$ cat config.mk
export PLATFORM = sky130hd
export DESIGN_NAME = source_text_lexer_unit
export DESIGN_NICKNAME = d
export VERILOG_FILES = /design/src/stlu_pkg.sv /design/src/source_text_lexer_unit.sv /design/src/stlu_front.sv /design/src/stlu_fifo.sv /design/src/stlu_back.sv
export SDC_FILE = /design/constraint.sdc
export NUM_CORES = 1
export LEC_CHECK = 0
export BUFFER_PORTS_ARGS = -buffer_cell sky130_fd_sc_hd__buf_4
export CORE_MARGIN = 10
export CORE_UTILIZATION = 60
export CTS_CLUSTER_SIZE = 30
export DETAILED_ROUTE_END_ITERATION = 10
export PLACE_DENSITY = 0.83
export RECOVER_POWER = 100
export REMOVE_ABC_BUFFERS = 1
export SKIP_CTS_REPAIR_TIMING = 1
export SYNTH_ARGS = -nofsm -noshare
export SYNTH_HDL_FRONTEND = slang
export SYNTH_SLANG_ARGS = --single-unit
$ cat constraint.sdc
create_clock -name i_clk -period 6.92 [get_ports i_clk]
set_clock_uncertainty 0.2 [all_clocks]
set_input_delay 1.038 -clock i_clk [delete_from_list [all_inputs] [get_ports i_clk]]
set_output_delay 1.038 -clock i_clk [all_outputs]
set_load 0.05 [all_outputs]
$ cat src/stlu_pkg.sv
// ----------------------------------------------------------------------------
// Source text lexer package
// Position width, token kinds, lexer modes and the records passed between
// the lexer front end, the token queue and the output sequencer.
// ----------------------------------------------------------------------------
`timescale 1ns / 1ps

package stlu_pkg;

    // Width of the byte position counter; it saturates at its maximum.
    localparam int POS_BITS = 16;

    typedef logic [POS_BITS-1:0] t_pos;

    // Token kind codes.
    localparam logic [4:0] K_IDENT  = 5'd0;
    localparam logic [4:0] K_NUMBER = 5'd1;
    localparam logic [4:0] K_STRING = 5'd2;
    localparam logic [4:0] K_AUTO   = 5'd3;
    localparam logic [4:0] K_CONST  = 5'd4;
    localparam logic [4:0] K_IF     = 5'd5;
    localparam logic [4:0] K_WHILE  = 5'd6;
    localparam logic [4:0] K_EQEQ   = 5'd7;
    localparam logic [4:0] K_ARROW  = 5'd8;
    localparam logic [4:0] K_ASSIGN = 5'd9;
    localparam logic [4:0] K_PLUS   = 5'd10;
    localparam logic [4:0] K_MINUS  = 5'd11;
    localparam logic [4:0] K_STAR   = 5'd12;
    localparam logic [4:0] K_LBRACE = 5'd13;
    localparam logic [4:0] K_RBRACE = 5'd14;
    localparam logic [4:0] K_LPAREN = 5'd15;
    localparam logic [4:0] K_RPAREN = 5'd16;
    localparam logic [4:0] K_SEMI   = 5'd17;

    // Lexer modes; the first three pending modes are the one-byte lookahead.
    typedef enum logic [2:0] {
        MODE_IDLE    = 3'd0,
        MODE_SLASH   = 3'd1,
        MODE_EQ      = 3'd2,
        MODE_MINUS   = 3'd3,
        MODE_COMMENT = 3'd4,
        MODE_STRING  = 3'd5,
        MODE_NUMBER  = 3'd6,
        MODE_IDENT   = 3'd7
    } t_mode;

    // One token as it leaves the block.
    typedef struct packed {
        logic [4:0]  kind;
        logic [15:0] start;
        logic [15:0] length;
    } t_token;

    // All tokens caused by one input byte (one or two).
    typedef struct packed {
        logic   has_two;
        t_token tok0;
        t_token tok1;
    } t_entry;

    // Token queue geometry.
    localparam int Q_DEPTH = 4;
    localparam int Q_PTR_W = $clog2(Q_DEPTH);

    // Queue status seen by both sides.
    typedef struct packed {
        logic full;
        logic empty;
    } t_q_status;

endpackage

$ cat src/source_text_lexer_unit.sv
// ----------------------------------------------------------------------------
// Source text lexer unit
// Streaming lexer: bytes of source text in, tokens (kind, offset, length) out.
// ----------------------------------------------------------------------------
// The unit accepts one source byte per clock cycle while o_stall is low and
// delivers one token per cycle while i_stall is low. A byte that closes one
// token and produces another (for example "x+") yields two tokens, presented
// one after the other; a four-entry queue between the lexer front end and the
// output register absorbs such bursts, so input stalls only when the queue is
// full. A token is registered in the queue and then in the output register.
// The lexer holds one byte of lookahead as a mode, so a '=', '-' or number
// is reported when the next byte arrives or when the end-of-text byte is
// taken. After the end-of-text byte the position restarts at zero.
`timescale 1ns / 1ps

module source_text_lexer_unit (
    input  logic        i_clk,
    input  logic        i_rst_n,
    input  logic        i_valid,
    input  logic [7:0]  i_ch,
    input  logic        i_end_of_text,
    output logic        o_stall,
    output logic        o_valid,
    output logic [4:0]  o_token_kind,
    output logic [15:0] o_start_offset,
    output logic [15:0] o_token_length,
    output logic        o_last_of_run,
    input  logic        i_stall
);

    import stlu_pkg::*;

    t_q_status q_status;
    t_entry    push_entry;
    t_entry    head_entry;
    t_token    out_token;
    logic      push;
    logic      pop;

    // Lexer front end.
    stlu_front u_front (
        .i_clk         (i_clk),
        .i_rst_n       (i_rst_n),
        .i_valid       (i_valid),
        .i_ch          (i_ch),
        .i_end_of_text (i_end_of_text),
        .i_q_status    (q_status),
        .o_stall       (o_stall),
        .o_push        (push),
        .o_entry       (push_entry)
    );

    // Token queue.
    stlu_fifo u_fifo (
        .i_clk    (i_clk),
        .i_rst_n  (i_rst_n),
        .i_push   (push),
        .i_entry  (push_entry),
        .i_pop    (pop),
        .o_entry  (head_entry),
        .o_status (q_status)
    );

    // Output sequencer.
    stlu_back u_back (
        .i_clk         (i_clk),
        .i_rst_n       (i_rst_n),
        .i_entry       (head_entry),
        .i_q_status    (q_status),
        .o_pop         (pop),
        .i_stall       (i_stall),
        .o_valid       (o_valid),
        .o_token       (out_token),
        .o_last_of_run (o_last_of_run)
    );

    assign o_token_kind   = out_token.kind;
    assign o_start_offset = out_token.start;
    assign o_token_length = out_token.length;

endmodule

$ cat src/stlu_front.sv
// ----------------------------------------------------------------------------
// Source text lexer front end
// Accepts one byte per cycle unless the queue is full, runs the lexing state
// machine, pushing the tokens caused by that byte into the queue as one entry.
// ----------------------------------------------------------------------------
`timescale 1ns / 1ps

module stlu_front (
    input  logic                i_clk,
    input  logic                i_rst_n,
    input  logic                i_valid,
    input  logic [7:0]          i_ch,
    input  logic                i_end_of_text,
    input  stlu_pkg::t_q_status i_q_status,
    output logic                o_stall,
    output logic                o_push,
    output stlu_pkg::t_entry    o_entry
);

    import stlu_pkg::*;

    // Character codes.
    localparam logic [7:0] CH_SPACE  = " ";
    localparam logic [7:0] CH_TAB    = 8'h09;
    localparam logic [7:0] CH_CR     = 8'h0D;
    localparam logic [7:0] CH_LF     = 8'h0A;
    localparam logic [7:0] CH_SLASH  = "/";
    localparam logic [7:0] CH_EQ     = "=";
    localparam logic [7:0] CH_MINUS  = "-";
    localparam logic [7:0] CH_GT     = ">";
    localparam logic [7:0] CH_PLUS   = "+";
    localparam logic [7:0] CH_STAR   = "*";
    localparam logic [7:0] CH_LBRACE = "{";
    localparam logic [7:0] CH_RBRACE = "}";
    localparam logic [7:0] CH_LPAREN = "(";
    localparam logic [7:0] CH_RPAREN = ")";
    localparam logic [7:0] CH_SEMI   = ";";
    localparam logic [7:0] CH_DQUOTE = 8'h22;
    localparam logic [7:0] CH_SQUOTE = 8'h27;
    localparam logic [7:0] CH_UNDER  = "_";

    // Byte classes.
    function automatic logic is_space(input logic [7:0] c);
        return (c == CH_SPACE) || ((c >= CH_TAB) && (c <= CH_CR));
    endfunction

    function automatic logic is_digit(input logic [7:0] c);
        return (c >= "0") && (c <= "9");
    endfunction

    function automatic logic is_alpha(input logic [7:0] c);
        return ((c >= "a") && (c <= "z")) || ((c >= "A") && (c <= "Z"));
    endfunction

    function automatic logic is_word(input logic [7:0] c);
        return is_alpha(c) || is_digit(c) || (c == CH_UNDER);
    endfunction

    // Position arithmetic.
    function automatic t_pos sat_inc(input t_pos p);
        return (p == '1) ? p : p + POS_BITS'(1);
    endfunction

    function automatic t_pos span(input t_pos from, input t_pos to);
        return (to > from) ? to - from : '0;
    endfunction

    function automatic logic [15:0] low16(input t_pos v);
        logic [POS_BITS+15:0] w;
        w = {16'd0, v};
        return w[15:0];
    endfunction

    // Keyword table: auto, const, if, while.
    function automatic logic [2:0] kw_len(input logic [1:0] idx);
        logic [2:0] len;
        case (idx)
            2'd0:    len = 3'd4;
            2'd1:    len = 3'd5;
            2'd2:    len = 3'd2;
            default: len = 3'd5;
        endcase
        return len;
    endfunction

    function automatic logic [7:0] kw_char(input logic [1:0] idx, input logic [2:0] k);
        logic [7:0] ch;
        case ({idx, k})
            {2'd0, 3'd0}: ch = "a";
            {2'd0, 3'd1}: ch = "u";
            {2'd0, 3'd2}: ch = "t";
            {2'd0, 3'd3}: ch = "o";
            {2'd1, 3'd0}: ch = "c";
            {2'd1, 3'd1}: ch = "o";
            {2'd1, 3'd2}: ch = "n";
            {2'd1, 3'd3}: ch = "s";
            {2'd1, 3'd4}: ch = "t";
            {2'd2, 3'd0}: ch = "i";
            {2'd2, 3'd1}: ch = "f";
            {2'd3, 3'd0}: ch = "w";
            {2'd3, 3'd1}: ch = "h";
            {2'd3, 3'd2}: ch = "i";
            {2'd3, 3'd3}: ch = "l";
            {2'd3, 3'd4}: ch = "e";
            default:      ch = 8'h00;
        endcase
        return ch;
    endfunction

    // Drops every keyword whose text does not hold c at offset k.
    function automatic logic [3:0] kw_filter(input logic [3:0] cand, input t_pos k,
                                             input logic [7:0] c);
        logic [3:0] res;
        res = cand;
        for (int i = 0; i < 4; i++) begin
            if ((k >= POS_BITS'(kw_len(2'(i)))) || (kw_char(2'(i), k[2:0]) != c)) begin
                res[i] = 1'b0;
            end
        end
        return res;
    endfunction

    // Identifier or the first keyword that still matches at this length.
    function automatic logic [4:0] ident_kind(input logic [3:0] cand, input t_pos len);
        logic [4:0] kind;
        kind = K_IDENT;
        for (int i = 3; i >= 0; i--) begin
            if (cand[i] && (len == POS_BITS'(kw_len(2'(i))))) begin
                kind = K_AUTO + 5'(i);
            end
        end
        return kind;
    endfunction

    function automatic t_token make_tok(input logic [4:0] kind, input t_pos start,
                                        input t_pos len);
        t_token t;
        t.kind   = kind;
        t.start  = low16(start);
        t.length = low16(len);
        return t;
    endfunction

    // Lexer state.
    t_mode      r_mode, n_mode;
    logic       r_quote, n_quote;
    t_pos       r_start, n_start;
    t_pos       r_pos, n_pos;
    logic [3:0] r_cand, n_cand;

    logic       accept;
    logic       fall;
    logic       e0_v, e1_v, e2_v;
    t_token     e0, e1, e2;
    t_pos       end_pos;
    t_pos       lm_start;
    t_mode      lm_mode;
    logic       lm_quote;
    logic [3:0] lm_cand;

    assign o_stall = i_q_status.full;
    assign accept  = i_valid && !i_q_status.full;
    assign end_pos = sat_inc(r_pos);

    // State register.
    always_ff @(posedge i_clk) begin
        if (!i_rst_n) begin
            r_mode  <= MODE_IDLE;
            r_quote <= 1'b0;
            r_start <= '0;
            r_pos   <= '0;
            r_cand  <= '0;
        end else if (accept) begin
            r_mode  <= n_mode;
            r_quote <= n_quote;
            r_start <= n_start;
            r_pos   <= n_pos;
            r_cand  <= n_cand;
        end
    end

    // Next state and the tokens caused by the current byte.
    always_comb begin
        fall     = 1'b0;
        e0_v     = 1'b0;
        e1_v     = 1'b0;
        e2_v     = 1'b0;
        e0       = make_tok(K_IDENT, r_start, '0);
        e1       = make_tok(K_IDENT, r_pos, POS_BITS'(1));
        e2       = make_tok(K_IDENT, r_start, '0);
        lm_mode  = r_mode;
        lm_quote = r_quote;
        lm_start = r_start;
        lm_cand  = r_cand;

        // Continue or close the pending construct.
        unique case (r_mode)
            MODE_COMMENT: begin
                if (i_ch == CH_LF) begin
                    lm_mode = MODE_IDLE;
                end
            end
            MODE_STRING: begin
                if (i_ch == (r_quote ? CH_DQUOTE : CH_SQUOTE)) begin
                    e0_v    = 1'b1;
                    e0      = make_tok(K_STRING, r_start, span(r_start, r_pos));
                    lm_mode = MODE_IDLE;
                end
            end
            MODE_NUMBER: begin
                if (!is_digit(i_ch)) begin
                    e0_v = 1'b1;
                    e0   = make_tok(K_NUMBER, r_start, span(r_start, r_pos));
                    fall = 1'b1;
                end
            end
            MODE_IDENT: begin
                if (is_word(i_ch)) begin
                    lm_cand = kw_filter(r_cand, span(r_start, r_pos), i_ch);
                end else begin
                    e0_v = 1'b1;
                    e0   = make_tok(ident_kind(r_cand, span(r_start, r_pos)), r_start,
                                    span(r_start, r_pos));
                    fall = 1'b1;
                end
            end
            MODE_SLASH: begin
                if (i_ch == CH_SLASH) begin
                    lm_mode = MODE_COMMENT;
                end else begin
                    fall = 1'b1;
                end
            end
            MODE_EQ: begin
                e0_v = 1'b1;
                if (i_ch == CH_EQ) begin
                    e0      = make_tok(K_EQEQ, r_start, POS_BITS'(2));
                    lm_mode = MODE_IDLE;
                end else begin
                    e0   = make_tok(K_ASSIGN, r_start, POS_BITS'(1));
                    fall = 1'b1;
                end
            end
            MODE_MINUS: begin
                e0_v = 1'b1;
                if (i_ch == CH_GT) begin
                    e0      = make_tok(K_ARROW, r_start, POS_BITS'(2));
                    lm_mode = MODE_IDLE;
                end else begin
                    e0   = make_tok(K_MINUS, r_start, POS_BITS'(1));
                    fall = 1'b1;
                end
            end
            default: begin
                fall = 1'b1;
            end
        endcase

        // Lex the byte from the idle mode.
        if (fall) begin
            lm_mode = MODE_IDLE;
            lm_cand = '0;
            if (is_space(i_ch)) begin
                lm_mode = MODE_IDLE;
            end else if (i_ch == CH_SLASH) begin
                lm_mode  = MODE_SLASH;
                lm_start = r_pos;
            end else if (i_ch == CH_EQ) begin
                lm_mode  = MODE_EQ;
                lm_start = r_pos;
            end else if (i_ch == CH_MINUS) begin
                lm_mode  = MODE_MINUS;
                lm_start = r_pos;
            end else if ((i_ch == CH_DQUOTE) || (i_ch == CH_SQUOTE)) begin
                lm_mode  = MODE_STRING;
                lm_quote = (i_ch == CH_DQUOTE);
                lm_start = sat_inc(r_pos);
            end else if (is_digit(i_ch)) begin
                lm_mode  = MODE_NUMBER;
                lm_start = r_pos;
            end else if (is_alpha(i_ch) || (i_ch == CH_UNDER)) begin
                lm_mode  = MODE_IDENT;
                lm_start = r_pos;
                lm_cand  = kw_filter(4'hF, '0, i_ch);
            end else begin
                // Single-character tokens; anything else is dropped.
                unique case (i_ch)
                    CH_PLUS:   begin e1_v = 1'b1; e1.kind = K_PLUS;   end
                    CH_STAR:   begin e1_v = 1'b1; e1.kind = K_STAR;   end
                    CH_LBRACE: begin e1_v = 1'b1; e1.kind = K_LBRACE; end
                    CH_RBRACE: begin e1_v = 1'b1; e1.kind = K_RBRACE; end
                    CH_LPAREN: begin e1_v = 1'b1; e1.kind = K_LPAREN; end
                    CH_RPAREN: begin e1_v = 1'b1; e1.kind = K_RPAREN; end
                    CH_SEMI:   begin e1_v = 1'b1; e1.kind = K_SEMI;   end
                    default:   begin e1_v = 1'b0; end
                endcase
            end
        end

        // Flush what is pending after the final byte of a text.
        if (i_end_of_text) begin
            unique case (lm_mode)
                MODE_NUMBER: begin
                    e2_v = 1'b1;
                    e2   = make_tok(K_NUMBER, lm_start, span(lm_start, end_pos));
                end
                MODE_IDENT: begin
                    e2_v = 1'b1;
                    e2   = make_tok(ident_kind(lm_cand, span(lm_start, end_pos)), lm_start,
                                    span(lm_start, end_pos));
                end
                MODE_STRING: begin
                    e2_v = 1'b1;
                    e2   = make_tok(K_STRING, lm_start, span(lm_start, end_pos));
                end
                MODE_EQ: begin
                    e2_v = 1'b1;
                    e2   = make_tok(K_ASSIGN, lm_start, POS_BITS'(1));
                end
                MODE_MINUS: begin
                    e2_v = 1'b1;
                    e2   = make_tok(K_MINUS, lm_start, POS_BITS'(1));
                end
                default: begin
                    e2_v = 1'b0;
                end
            endcase
            n_mode  = MODE_IDLE;
            n_quote = 1'b0;
            n_start = '0;
            n_pos   = '0;
            n_cand  = '0;
        end else begin
            n_mode  = lm_mode;
            n_quote = lm_quote;
            n_start = lm_start;
            n_pos   = end_pos;
            n_cand  = lm_cand;
        end
    end

    // Pack the tokens of this byte in order, at most two of them.
    always_comb begin
        o_entry.has_two = 1'b0;
        o_entry.tok0    = e0;
        o_entry.tok1    = e1;
        if (e0_v) begin
            o_entry.tok0    = e0;
            o_entry.has_two = e1_v || e2_v;
            o_entry.tok1    = e1_v ? e1 : e2;
        end else if (e1_v) begin
            o_entry.tok0    = e1;
            o_entry.has_two = e2_v;
            o_entry.tok1    = e2;
        end else begin
            o_entry.tok0 = e2;
        end
    end

    assign o_push = accept && (e0_v || e1_v || e2_v);

endmodule

$ cat src/stlu_fifo.sv
// ----------------------------------------------------------------------------
// Source text lexer token queue
// A short register queue of per-byte token entries between the lexer front
// end and the output sequencer.
// ----------------------------------------------------------------------------
`timescale 1ns / 1ps

module stlu_fifo (
    input  logic                i_clk,
    input  logic                i_rst_n,
    input  logic                i_push,
    input  stlu_pkg::t_entry    i_entry,
    input  logic                i_pop,
    output stlu_pkg::t_entry    o_entry,
    output stlu_pkg::t_q_status o_status
);

    import stlu_pkg::*;

    t_entry             r_mem [Q_DEPTH];
    logic [Q_PTR_W-1:0] r_wr;
    logic [Q_PTR_W-1:0] r_rd;
    logic [Q_PTR_W:0]   r_count;
    logic               do_push;
    logic               do_pop;

    assign o_status.full  = (r_count == (Q_PTR_W + 1)'(Q_DEPTH));
    assign o_status.empty = (r_count == '0);
    assign do_push        = i_push && !o_status.full;
    assign do_pop         = i_pop && !o_status.empty;
    assign o_entry        = r_mem[r_rd];

    // Storage; entries need no reset.
    always_ff @(posedge i_clk) begin
        if (do_push) begin
            r_mem[r_wr] <= i_entry;
        end
    end

    // Pointers and fill count.
    always_ff @(posedge i_clk) begin
        if (!i_rst_n) begin
            r_wr    <= '0;
            r_rd    <= '0;
            r_count <= '0;
        end else begin
            if (do_push) begin
                r_wr <= r_wr + Q_PTR_W'(1);
            end
            if (do_pop) begin
                r_rd <= r_rd + Q_PTR_W'(1);
            end
            if (do_push && !do_pop) begin
                r_count <= r_count + (Q_PTR_W + 1)'(1);
            end else if (do_pop && !do_push) begin
                r_count <= r_count - (Q_PTR_W + 1)'(1);
            end
        end
    end

endmodule

$ cat src/stlu_back.sv
// ----------------------------------------------------------------------------
// Source text lexer output sequencer
// Takes one queue entry at a time into its output register and presents its
// one or two tokens in order on the result channel.
// ----------------------------------------------------------------------------
`timescale 1ns / 1ps

module stlu_back (
    input  logic                i_clk,
    input  logic                i_rst_n,
    input  stlu_pkg::t_entry    i_entry,
    input  stlu_pkg::t_q_status i_q_status,
    output logic                o_pop,
    input  logic                i_stall,
    output logic                o_valid,
    output stlu_pkg::t_token    o_token,
    output logic                o_last_of_run
);

    import stlu_pkg::*;

    logic   r_have, n_have;
    logic   r_idx, n_idx;
    t_entry r_ent;
    logic   moving;
    logic   done;
    logic   load;

    assign moving = r_have && !i_stall;
    assign done   = moving && (r_idx || !r_ent.has_two);
    assign load   = !r_have || done;
    assign o_pop  = load && !i_q_status.empty;

    // Next state: load a new entry, step to its second token, or hold.
    always_comb begin
        n_have = r_have;
        n_idx  = r_idx;
        if (load) begin
            n_have = !i_q_status.empty;
            n_idx  = 1'b0;
        end else if (moving) begin
            n_idx = 1'b1;
        end
    end

    always_ff @(posedge i_clk) begin
        if (!i_rst_n) begin
            r_have <= 1'b0;
            r_idx  <= 1'b0;
        end else begin
            r_have <= n_have;
            r_idx  <= n_idx;
        end
    end

    // Entry register.
    always_ff @(posedge i_clk) begin
        if (o_pop) begin
            r_ent <= i_entry;
        end
    end

    assign o_valid       = r_have;
    assign o_token       = r_idx ? r_ent.tok1 : r_ent.tok0;
    assign o_last_of_run = r_idx || !r_ent.has_two;

endmodule

==> flow_summary.toml, run 1 <==
[synth]
synth_cell_types = 89
postSynthCellCount = 1607
synth_top_area_cell = "sky130_fd_sc_hd__edfxtp_1"
synth-seq-area-share = 0.5859
postSynthAreaPerCell_um2 = 13.00
ys_ff_latch = 424
synth_enable_flop_cells = 375
yosysWarningCount = 0
synth_async_sr_flop_share = 0
ys_top_cells_by_area = "sky130_fd_sc_hd__edfxtp_1, sky130_fd_sc_hd__mux4_2, sky130_fd_sc_hd__dfxtp_1, sky130_fd_sc_hd__ha_1, sky130_fd_sc_hd__a21oi_1"
synth.cell_area_mm2 = 0.02089
most_used_flip_flop_cell_after_synthesis = "sky130_fd_sc_hd__edfxtp_1"
netlist.area_leader.share = 0.5390

[timing]
setup-violations-final = 0
final-hold-violation-count = 0
drv_slew = 248
post-route-min-period_ns = 6.551
worst_slew_margin_rel = -0.8201
actual_slew_at_the_worst_max_slew_pin_ns = 2.730
timing.hold.ws_ns = 0.3049
rsz0062_at_grt = "no"
setup_total_negative_slack_ns = 0
maximum_clock_frequency_mhz = 152.6
post-route-period-util = 0.9467

[power]
proportion_of_power_drawn_by_the_clock_network = 0.282
power.net_switching_mw = 2.583
p_leak_nw = 7.901
power.share.sequential = 0.438
ir_drop_mv = 0.4924
share_comb_of_total_power = 0.280
power.total_mw = 7.803
intPower_mw = 5.220
power.density_cell_area_mw_per_mm2 = 338.5
swShare = 0.3310

[placed_design]
post-dp-hpwl_mm = 36.72
numPlacedInstances = 2082
io_buffer_count = 52
routabilityCongestion = 0.9963

[worst_setup_path]
worst-endpoint-arrival_ns = 6.53
timing_worst_setup_path_type = "in2reg"
worst_setup_path_end_kind = "flip-flop"
worstPathMaxFanout = 25
crit_end = "u_fifo.r_mem[0][52]"
worstSetupStartpointType = "primary input"
crit_start = "i_ch[1]"
timing.reg2reg.setup_slack_ns = 0.65
reg2reg_from = "u_front.r_pos[1]"
worstRegToRegCells = 25
required_time_of_the_critical_path_ns = 6.90
crit-reg2reg-capture = "u_fifo.r_mem[0][34]"

[clock_network]
cts_tree = "built"
tritoncts_num_sinks = 424
cts_buffer_depth = 3
cts_made_buffers = 43
htreeDepth = 2
cts_root_buffer = "sky130_fd_sc_hd__clkbuf_16"
clk_transition_reported_paths_ns = 0.06
clock_insertion_delay_worst_skew_ns = 0.55

[route]
average_wire_per_standard_cell_um = 25.51
remaining_drc_errors = 0
totalWireLength_mm = 55.14
drt_pass1_iterations = 6
count_of_nets_left_with_antenna_violations_after_detail_routing = 0
drt_first_iter_violations = 1526
post_drt_via_cell_ratio = 6.688
vias = 14460

[worst_hold_path]
min-delay-path-class = "reg2reg"

[grt]
antenna_found_initial = 1
wire_length_of_the_first_global_routing_pass_mm = 84.74
track_usage = 0.2580
grt_remaining_overflow = 0
largest_net_degree_at_the_start_of_global_routing = 51
number_of_global_route_vias_before_repair = 14340

[floorplan]
dieHeight_um = 206.6
core_area_mm2 = 0.03446
floorplan.initialDensity = 0.6063
floorplan.die.width_um = 206.6
rows = 68
design.die.area_mm2 = 0.04269
top_level_ports = 53

[outcome]
outcome = "finished with violations"
failing_checks = "max-capacitance violations, max-slew violations"

[layout]
synthToLayoutAreaGrowth_pct = 10.35
drive_gt1_frac = 0.1511
final_nets = 1727
insertedDiodeCount = 0
layoutNonFillerInstCount = 2162

[job]
maxCapViolations = 8
## through the flow
stage,cell area (um2),setup slack (ns),util
2_1_floorplan,20440,0.3909,-
3_3_place_gp,22030,0.3128,0.6394
3_5_place_dp,22030,0.1260,0.6394
4_1_cts,23380,0.6809,0.6785
5_1_grt,23050,0.09642,0.6691
6_report,23050,0.3688,0.6691
## synthesized netlist by cell type (6+ instances only)
library cell,count
sky130_fd_sc_hd__nor2_1,92
sky130_fd_sc_hd__dfxtp_1,49
sky130_fd_sc_hd__mux4_2,75
sky130_fd_sc_hd__clkbuf_1,71
sky130_fd_sc_hd__o311ai_0,6
sky130_fd_sc_hd__o21ai_0,63
sky130_fd_sc_hd__buf_2,19
sky130_fd_sc_hd__nand4_1,17
sky130_fd_sc_hd__a211oi_1,14
sky130_fd_sc_hd__nor4_1,11
sky130_fd_sc_hd__xor2_1,18
sky130_fd_sc_hd__nor2b_1,42
sky130_fd_sc_hd__a31oi_1,8
sky130_fd_sc_hd__xnor2_1,28
sky130_fd_sc_hd__nand3_1,34
sky130_fd_sc_hd__edfxtp_1,375
sky130_fd_sc_hd__and2_1,26
sky130_fd_sc_hd__mux2_2,38
sky130_fd_sc_hd__o31ai_1,7
sky130_fd_sc_hd__inv_1,51
sky130_fd_sc_hd__a22oi_1,37
sky130_fd_sc_hd__a21oi_1,90
sky130_fd_sc_hd__o211ai_1,9
sky130_fd_sc_hd__mux2i_1,8
sky130_fd_sc_hd__a21o_1,15
sky130_fd_sc_hd__a21boi_0,9
sky130_fd_sc_hd__o22ai_1,43
sky130_fd_sc_hd__buf_1,12
sky130_fd_sc_hd__ha_1,39
sky130_fd_sc_hd__or3_1,12
sky130_fd_sc_hd__nor3_1,33
sky130_fd_sc_hd__nand2_1,87
sky130_fd_sc_hd__nand2b_1,15
sky130_fd_sc_hd__nor2_2,11
sky130_fd_sc_hd__o21a_1,7
sky130_fd_sc_hd__and3_1,17
## worst max-delay path, cell delays in order
cell	delay [ns]
sky130_fd_sc_hd__buf_4	0.20
sky130_fd_sc_hd__or3_1	0.40
sky130_fd_sc_hd__o311ai_1	0.28
sky130_fd_sc_hd__o21ai_0	0.24
sky130_fd_sc_hd__and3_1	0.23
sky130_fd_sc_hd__nor2_1	0.86
sky130_fd_sc_hd__clkbuf_1	0.53
sky130_fd_sc_hd__a21oi_1	0.35
sky130_fd_sc_hd__a21oi_1	0.61
sky130_fd_sc_hd__and2_1	1.11
sky130_fd_sc_hd__clkbuf_2	0.63
## routing by layer
layer / part of all wire / global-route usage / wire length, um
met1: 0.40 / 0.3425 / 21920
met2: 0.50 / 0.4297 / 27340
met3: 0.072 / 0.03527 / 3956
met4: 0.035 / 0.09304 / 1912
met5: 0.00027 / 0 / 15
## power groups by stage
stage | logic (mW) | clock network (mW) | registers [mW]
2_1_floorplan | 1.57 | 0 | 3.47
3_3_place_gp | 2.25 | 0 | 3.43
3_5_place_dp | 2.29 | 0 | 3.46
4_1_cts | 2.30 | 2.23 | 3.41
5_1_grt | 2.33 | 2.33 | 3.46
6_report | 2.19 | 2.20 | 3.42
## final cells by class
class / instances / area (um2)
Sequential cell: 424 / 12250
Timing Repair Buffer: 127 / 744.5
Tap cell: 455 / 569.3
Inverter: 51 / 192.7
Multi-Input combinational cell: 1025 / 7954
Clock inverter: 23 / 177.7
Clock buffer: 57 / 1170
Fill cell: 2481 / 11400
## how the worst min path moves through the flow
| stage | from | slack, ns | endpoint | cells past startpoint |
|---|---|---|---|---|
| finish | u_back.o_valid | 0.30 | u_back.r_idx | 1 |
| global route | u_back.o_valid | 0.34 | u_back.r_idx | 1 |
| CTS | u_back.o_valid | 0.31 | u_back.o_valid | 2 |
| detailed placement | u_back.o_valid | 0.30 | u_back.o_valid | 2 |
| global placement | u_back.o_valid | 0.28 | u_back.o_valid | 2 |
| floorplan | u_fifo.r_count[2] | 0.27 | u_fifo.r_count[2] | 2 |
## sequential cells by signal (all words and copies together) (netlist names)
signal / cells
u_front.r_quote: 1
u_front.r_mode: 3
u_fifo.r_count: 3
u_front.r_start: 16
u_fifo.r_rd: 2
u_back.o_valid: 1
u_front.r_cand: 4
u_front.r_pos: 16
u_back.r_idx: 1
u_fifo.r_wr: 2
u_back.r_ent: 75
u_fifo.r_mem: 300
## logic make-up (layout without fill, tap and decap cells)
logic type,after synthesis,count (layout),synth area share
simple gates,437,437,0.1098
xor+xnor,47,47,0.02006
compound gates,377,377,0.1213
mux,122,122,0.1058
buf+inv,158,258,0.03078
fa+ha+maj,42,42,0.02623
flops,424,424,0.5859
## cells in the final DEF, fill, tap and decap left out, types with 7 or more instances in the layout
| cell | count |
|---|---|
| sky130_fd_sc_hd__dfxtp_1 | 47 |
| sky130_fd_sc_hd__nor2b_1 | 42 |
| sky130_fd_sc_hd__xnor2_1 | 28 |
| sky130_fd_sc_hd__nand4_1 | 17 |
| sky130_fd_sc_hd__and2_1 | 16 |
| sky130_fd_sc_hd__clkinv_1 | 8 |
| sky130_fd_sc_hd__clkbuf_16 | 44 |
| sky130_fd_sc_hd__edfxtp_1 | 375 |
| sky130_fd_sc_hd__nor4_1 | 11 |
| sky130_fd_sc_hd__nand3_1 | 34 |
| sky130_fd_sc_hd__a21boi_0 | 9 |
| sky130_fd_sc_hd__a31oi_1 | 8 |
| sky130_fd_sc_hd__inv_1 | 50 |
| sky130_fd_sc_hd__and3_1 | 17 |
| sky130_fd_sc_hd__a22oi_1 | 37 |
| sky130_fd_sc_hd__nor3_1 | 33 |
| sky130_fd_sc_hd__nand2b_1 | 15 |
| sky130_fd_sc_hd__o31ai_1 | 7 |
| sky130_fd_sc_hd__mux4_2 | 75 |
| sky130_fd_sc_hd__or3_1 | 12 |
| sky130_fd_sc_hd__mux2_2 | 32 |
| sky130_fd_sc_hd__o21a_1 | 7 |
| sky130_fd_sc_hd__mux2i_1 | 9 |
| sky130_fd_sc_hd__o22ai_1 | 43 |
| sky130_fd_sc_hd__nor2_1 | 102 |
| sky130_fd_sc_hd__a21o_1 | 15 |
| sky130_fd_sc_hd__ha_1 | 39 |
| sky130_fd_sc_hd__clkbuf_1 | 70 |
| sky130_fd_sc_hd__o211ai_1 | 9 |
| sky130_fd_sc_hd__o21ai_0 | 64 |
| sky130_fd_sc_hd__buf_4 | 60 |
| sky130_fd_sc_hd__a21oi_1 | 90 |
| sky130_fd_sc_hd__a211oi_1 | 14 |
| sky130_fd_sc_hd__nand2_1 | 87 |
| sky130_fd_sc_hd__xor2_1 | 18 |
| sky130_fd_sc_hd__and2_0 | 10 |
(Power assumes the default switching activity.)
==> inputs of run 2 (changes only) <==
==> constraint.sdc (replaced) <==
create_clock -name i_clk -period 8 [get_ports i_clk]
set_clock_uncertainty 0.2 [all_clocks]
set_input_delay 1.6 -clock i_clk [delete_from_list [all_inputs] [get_ports i_clk]]
set_output_delay 1.6 -clock i_clk [all_outputs]
set_load 0.05 [all_outputs]
==> flow_summary.toml, run 2 (synthesis gave the netlist of run 1 again) <==
[grt]
grt_remaining_overflow = 0
wire_length_of_the_first_global_routing_pass_mm = 83.70
largest_net_degree_at_the_start_of_global_routing = 71
number_of_global_route_vias_before_repair = 14080
track_usage = 0.2555
antenna_found_initial = 0

[route]
vias = 14330
count_of_nets_left_with_antenna_violations_after_detail_routing = 0
average_wire_per_standard_cell_um = 25.72
post_drt_via_cell_ratio = 6.787
detailroute.wirelength.met2_mm = 26.56
wirelength_met1_mm = 21.20
drt_pass1_iterations = 6
remaining_drc_errors = 0
met3_wirelength_mm = 3.989
maxUsedRoutingLayer = "met4"
drt_first_iter_violations = 1731
totalWireLength_mm = 54.29

[worst_setup_path]
timing_worst_setup_path_type = "in2reg"
crit_chain = "buf_4, or3_1, o311ai_1, o21ai_0, nand3_1, nand2b_1, a21oi_1, buf_4, nor2_1, a21oi_1, inv_1, ha_1, inv_1, o31a_1, a21oi_1, nor4_1, a311oi_1, clkbuf_1, o211ai_1, o41ai_2, buf_4, nand2_1, a21o_1, o31ai_1"
worst_setup_path_end_kind = "flip-flop"
crit_slowest_cell = "sky130_fd_sc_hd__o31ai_1"
worst-endpoint-arrival_ns = 7.54
slowest_delay_ns = 0.45
required_time_of_the_critical_path_ns = 8.07
worstPathMaxFanout = 30
worstRegToRegCells = 23
worstSetupStartpointType = "primary input"

[floorplan]
core_area_mm2 = 0.03446
rows = 68
floorplan.die.width_um = 206.6
design.die.area_mm2 = 0.04269
top_level_ports = 53
dieHeight_um = 206.6
floorplan.initialDensity = 0.6063

[timing]
actual_slew_at_the_worst_max_slew_pin_ns = 4.047
worst_slew_margin_rel = -1.698
setup_total_negative_slack_ns = 0
final-hold-violation-count = 0
timing.hold.ws_ns = 0.3016
rsz0062_at_grt = "no"
setup-violations-final = 0
post-route-min-period_ns = 7.473
post-route-period-util = 0.9341
maximum_clock_frequency_mhz = 133.8
drv_slew = 414

[clock_network]
cts_made_buffers = 42
cts_tree = "built"
tritoncts_num_sinks = 424
cts_buffer_depth = 3
cts_root_buffer = "sky130_fd_sc_hd__clkbuf_16"
htreeDepth = 2
clk_transition_reported_paths_ns = 0.06
clock_insertion_delay_worst_skew_ns = 0.55

[worst_hold_path]
min_delay_path_depth = 2
min-delay-path-class = "reg2reg"

[placed_design]
routabilityCongestion = 1.025
post-dp-hpwl_mm = 35.82
io_buffer_count = 52

[layout]
multiInputGateArea_mm2 = 0.007958
layout_common_cells = "sky130_fd_sc_hd__edfxtp_1, sky130_fd_sc_hd__nor2_1, sky130_fd_sc_hd__a21oi_1"
insertedDiodeCount = 0
drive_gt1_frac = 0.1347
flip_flop_count_of_the_largest_register_after_layout = 300
regs_by_ff_count = "u_fifo.r_mem x300, u_back.r_ent x75"
final_nets = 1679
synthToLayoutAreaGrowth_pct = 8.941
regArea_mm2 = 0.01225
fillCellCount = 2497
max_flop_register = "u_fifo.r_mem"
layout.cells.most_common = "sky130_fd_sc_hd__edfxtp_1"

[outcome]
failing_checks = "max-capacitance violations, max-slew violations"
outcome = "finished with violations"

[power]
power.density_cell_area_mw_per_mm2 = 295.2
ir_drop_mv = 0.2194
p_leak_nw = 7.725

[job]
maxCapViolations = 10
run 2: cell count changes in the layout (fill, tap and decap cells not counted), sizes merged:
| cell | before | now |
|---|---|---|
| buf | 62 | 37 |
| bufinv | 1 | 2 |
| clkbuf | 122 | 99 |
| clkinv | 17 | 15 |
| clkinvlp | 5 | 2 |
| inv | 51 | 52 |
run 2: layout make-up:
class / instances / area share
Sequential cell: 424 / 0.5380
Multi-Input combinational cell: 1025 / 0.3496
Clock buffer: 56 / 0.05118
Tap cell: 455 / 0.02501
Timing Repair Buffer: 80 / 0.02100
Inverter: 51 / 0.008466
Clock inverter: 20 / 0.006707
run 2: layer usage:
metal,global-route usage,vias to the layer above
met1,0.3355,7088
met4,0.1123,0
met2,0.4204,776
met5,0,-
li1,-,6293
met3,0.03542,170
run 2: worst max-delay path, delay by kind of cell:
| kind | cells | cell delay, ns |
|---|---|---|
| AO/OA/AOI/OAI | 11 | 3.46 |
| adder cells (fa/ha/maj) | 1 | 0.34 |
| buffers and inverters | 6 | 1.12 |
| AND/OR/NAND/NOR | 6 | 1.04 |
run 2: stage by stage:
stage | area (um2) | setup WS [ns] | instances | power [mW] | util
floorplan | 20440 | 0.9089 | 1500 | 4.361 | -
global placement | 21680 | 0.4406 | 2035 | 4.873 | 0.6292
detailed placement | 21680 | 0.2797 | 2035 | 4.930 | 0.6292
CTS | 23000 | 0.8285 | 2111 | 6.814 | 0.6674
global route | 22760 | 0.1360 | 2111 | 7.002 | 0.6605
finish | 22760 | 0.5274 | 2111 | 6.719 | 0.6605
run 2: worst paths after layout:
kind	from	slack (ns)	end
worst max register to register	u_front.r_pos[1]	0.79	u_fifo.r_mem[0][71]
worst min register to register	u_back.o_valid	0.30	u_back.o_valid
worst max-delay path	i_ch[0]	0.53	u_fifo.r_mem[0][71]
worst min-delay path	u_back.o_valid	0.30	u_back.o_valid
run 2: power breakdown:
part | switching (mW) | internal (mW)
Combinational | 1.25 | 0.624
Clock | 0.796 | 1.09
Sequential | 0.148 | 2.81
Total | 2.20 | 4.52
==> inputs of run 3 (changes only) <==
--- a/config.mk
+++ b/config.mk
@@ -8,8 +8,10 @@
 export BUFFER_PORTS_ARGS = -buffer_cell sky130_fd_sc_hd__buf_4
 export CORE_MARGIN = 10
 export CORE_UTILIZATION = 60
+export CTS_BUF_LIST = sky130_fd_sc_hd__clkbuf_4 sky130_fd_sc_hd__clkbuf_8
 export CTS_CLUSTER_SIZE = 30
 export DETAILED_ROUTE_END_ITERATION = 10
+export GPL_TIMING_DRIVEN = 0
 export PLACE_DENSITY = 0.83
 export RECOVER_POWER = 100
 export REMOVE_ABC_BUFFERS = 1
==> flow_summary.toml, run 3 (synthesis gave the netlist of run 1 again) <==
[route]
drt_first_iter_violations = 1591
average_wire_per_standard_cell_um = 24.70
post_drt_via_cell_ratio = 6.665
count_of_nets_left_with_antenna_violations_after_detail_routing = 0
totalWireLength_mm = 53.00
vias = 14300
drt_pass1_iterations = 6
remaining_drc_errors = 0

[timing]
post-route-min-period_ns = 7.779
rsz0062_at_grt = "no"
actual_slew_at_the_worst_max_slew_pin_ns = 3.689
timing.hold.ws_ns = 0.2943
final-hold-violation-count = 0
fin_ws_ns = 0.2212
drv_slew = 286
setup_total_negative_slack_ns = 0
setup-violations-final = 0
post-route-period-util = 0.9724
maximum_clock_frequency_mhz = 128.6
worst_slew_margin_rel = -1.459

[floorplan]
rows = 68
design.die.area_mm2 = 0.04269
floorplan.die.width_um = 206.6
floorplan.initialDensity = 0.6063
dieHeight_um = 206.6
core_area_mm2 = 0.03446
top_level_ports = 53

[layout]
layoutNonFillerInstCount = 2146
insertedDiodeCount = 0
drive_gt1_frac = 0.1620
post-route-cell-area_mm2 = 0.02280
max_flop_register = "u_fifo.r_mem"
layout.cells.most_common = "sky130_fd_sc_hd__edfxtp_1"
final_nets = 1693
flip_flop_count_of_the_largest_register_after_layout = 300
layout_common_cells = "sky130_fd_sc_hd__edfxtp_1, sky130_fd_sc_hd__nor2_1, sky130_fd_sc_hd__a21oi_1"
synthToLayoutAreaGrowth_pct = 9.145
regs_by_ff_count = "u_fifo.r_mem x300, u_back.r_ent x75"

[job]
maxCapViolations = 9

[placed_design]
post-dp-hpwl_mm = 34.97
io_buffer_count = 52
detailedPlace.worstSlack_ns = -1.359
routabilityCongestion = 0.9801
numPlacedInstances = 2021
dpl_cell_area_mm2 = 0.02177

[clock_network]
cts_tree = "built"
tritoncts_num_sinks = 424
clock_insertion_delay_worst_skew_ns = 0.62
cts_root_buffer = "sky130_fd_sc_hd__clkbuf_8"
clk_transition_reported_paths_ns = 0.06
cts_made_buffers = 68
cts_buffer_depth = 3
htreeDepth = 3

[grt]
wire_length_of_the_first_global_routing_pass_mm = 81.28
gr-usage-met1 = 0.3243
grt_remaining_overflow = 0
met3_usage = 0.04744
gr-max-usage-layer = "met2"
track_usage = 0.2481
largest_net_degree_at_the_start_of_global_routing = 59
grt.met2_usage = 0.4053
number_of_global_route_vias_before_repair = 13990
antenna_found_initial = 0

[power]
ir_drop_mv = 0.2400
power.density_cell_area_mw_per_mm2 = 291.9
p_leak_nw = 7.769

[worst_setup_path]
slowest_delay_ns = 2.13
timing_worst_setup_path_type = "in2reg"
crit_start = "i_ch[4]"
path_common_cell = "sky130_fd_sc_hd__a21oi_1"
reg2reg_from = "u_front.r_pos[1]"
worst-endpoint-arrival_ns = 7.82
required_time_of_the_critical_path_ns = 8.04
worstSetupStartpointType = "primary input"
worst_setup_path_end_kind = "flip-flop"
crit_chain = "buf_4, or4b_1, nor3_4, a211o_1, and3_1, mux2i_1, o31ai_1, a21oi_1, nor2_1, a21oi_1"
crit_slowest_cell = "sky130_fd_sc_hd__o31ai_1"
worstPathMaxFanout = 20

[worst_hold_path]
hold_path.startpoint = "u_back.o_valid"
min-delay-path-class = "reg2reg"

[outcome]
failing_checks = "max-capacitance violations, max-slew violations"
outcome = "finished with violations"
## run 3: cell types whose count changed in the layout (fill, tap and decap cells not counted), moves of 8 or more
| cell | before | now |
|---|---|---|
| sky130_fd_sc_hd__clkbuf_8 | 4 | 70 |
| sky130_fd_sc_hd__clkbuf_16 | 43 | 0 |
| sky130_fd_sc_hd__clkbuf_4 | 0 | 23 |
| sky130_fd_sc_hd__buf_4 | 34 | 21 |
| sky130_fd_sc_hd__clkbuf_1 | 51 | 39 |
| sky130_fd_sc_hd__clkinv_1 | 9 | 17 |
## run 3: worst paths after layout
check / to / slack (ns) / cells past startpoint
setup / recovery: u_fifo.r_mem[0][53] / 0.22 / 10
hold / removal: u_back.o_valid / 0.29 / 2
hold reg to reg: u_back.o_valid / 0.29 / 2
setup reg to reg: u_fifo.r_mem[1][34] / 0.75 / 22
## run 3: critical path: cells and delay by family
| family | cells | cell delay [ns] |
|---|---|---|
| compound gates | 4 | 3.87 |
| simple gates | 4 | 1.86 |
| mux | 1 | 0.28 |
| buf+inv | 1 | 0.19 |
## run 3: metrics by stage
stage,power [mW],util
after global placement,4.935,0.6211
after global routing,6.953,0.6618
final,6.657,0.6618
after floorplan,4.361,-
after detailed placement,4.962,0.6318
after CTS,6.796,0.6705
## run 3: per-layer routing
metal,vias to the layer above,share of wire
met5,-,0
met4,0,0.039
met3,154,0.081
met2,753,0.49
met1,7056,0.39
li1,6340,-
## run 3: cell type report
type	instances	area, um2
clock buffers	93	1136
fillers	2494	11650
flip-flops and latches	424	12250
well taps	455	569.3
multi-input cells	1025	8024
repair buffers	68	436.7
clock inverters	30	198.9
inverters	51	192.7
## run 3: power by group
group / internal (mW) / total, mW / switching (mW)
clock: 0.991 / 1.84 / 0.845
combinational: 0.626 / 1.87 / 1.24
sequential: 2.81 / 2.95 / 0.143
total: 4.43 / 6.66 / 2.23
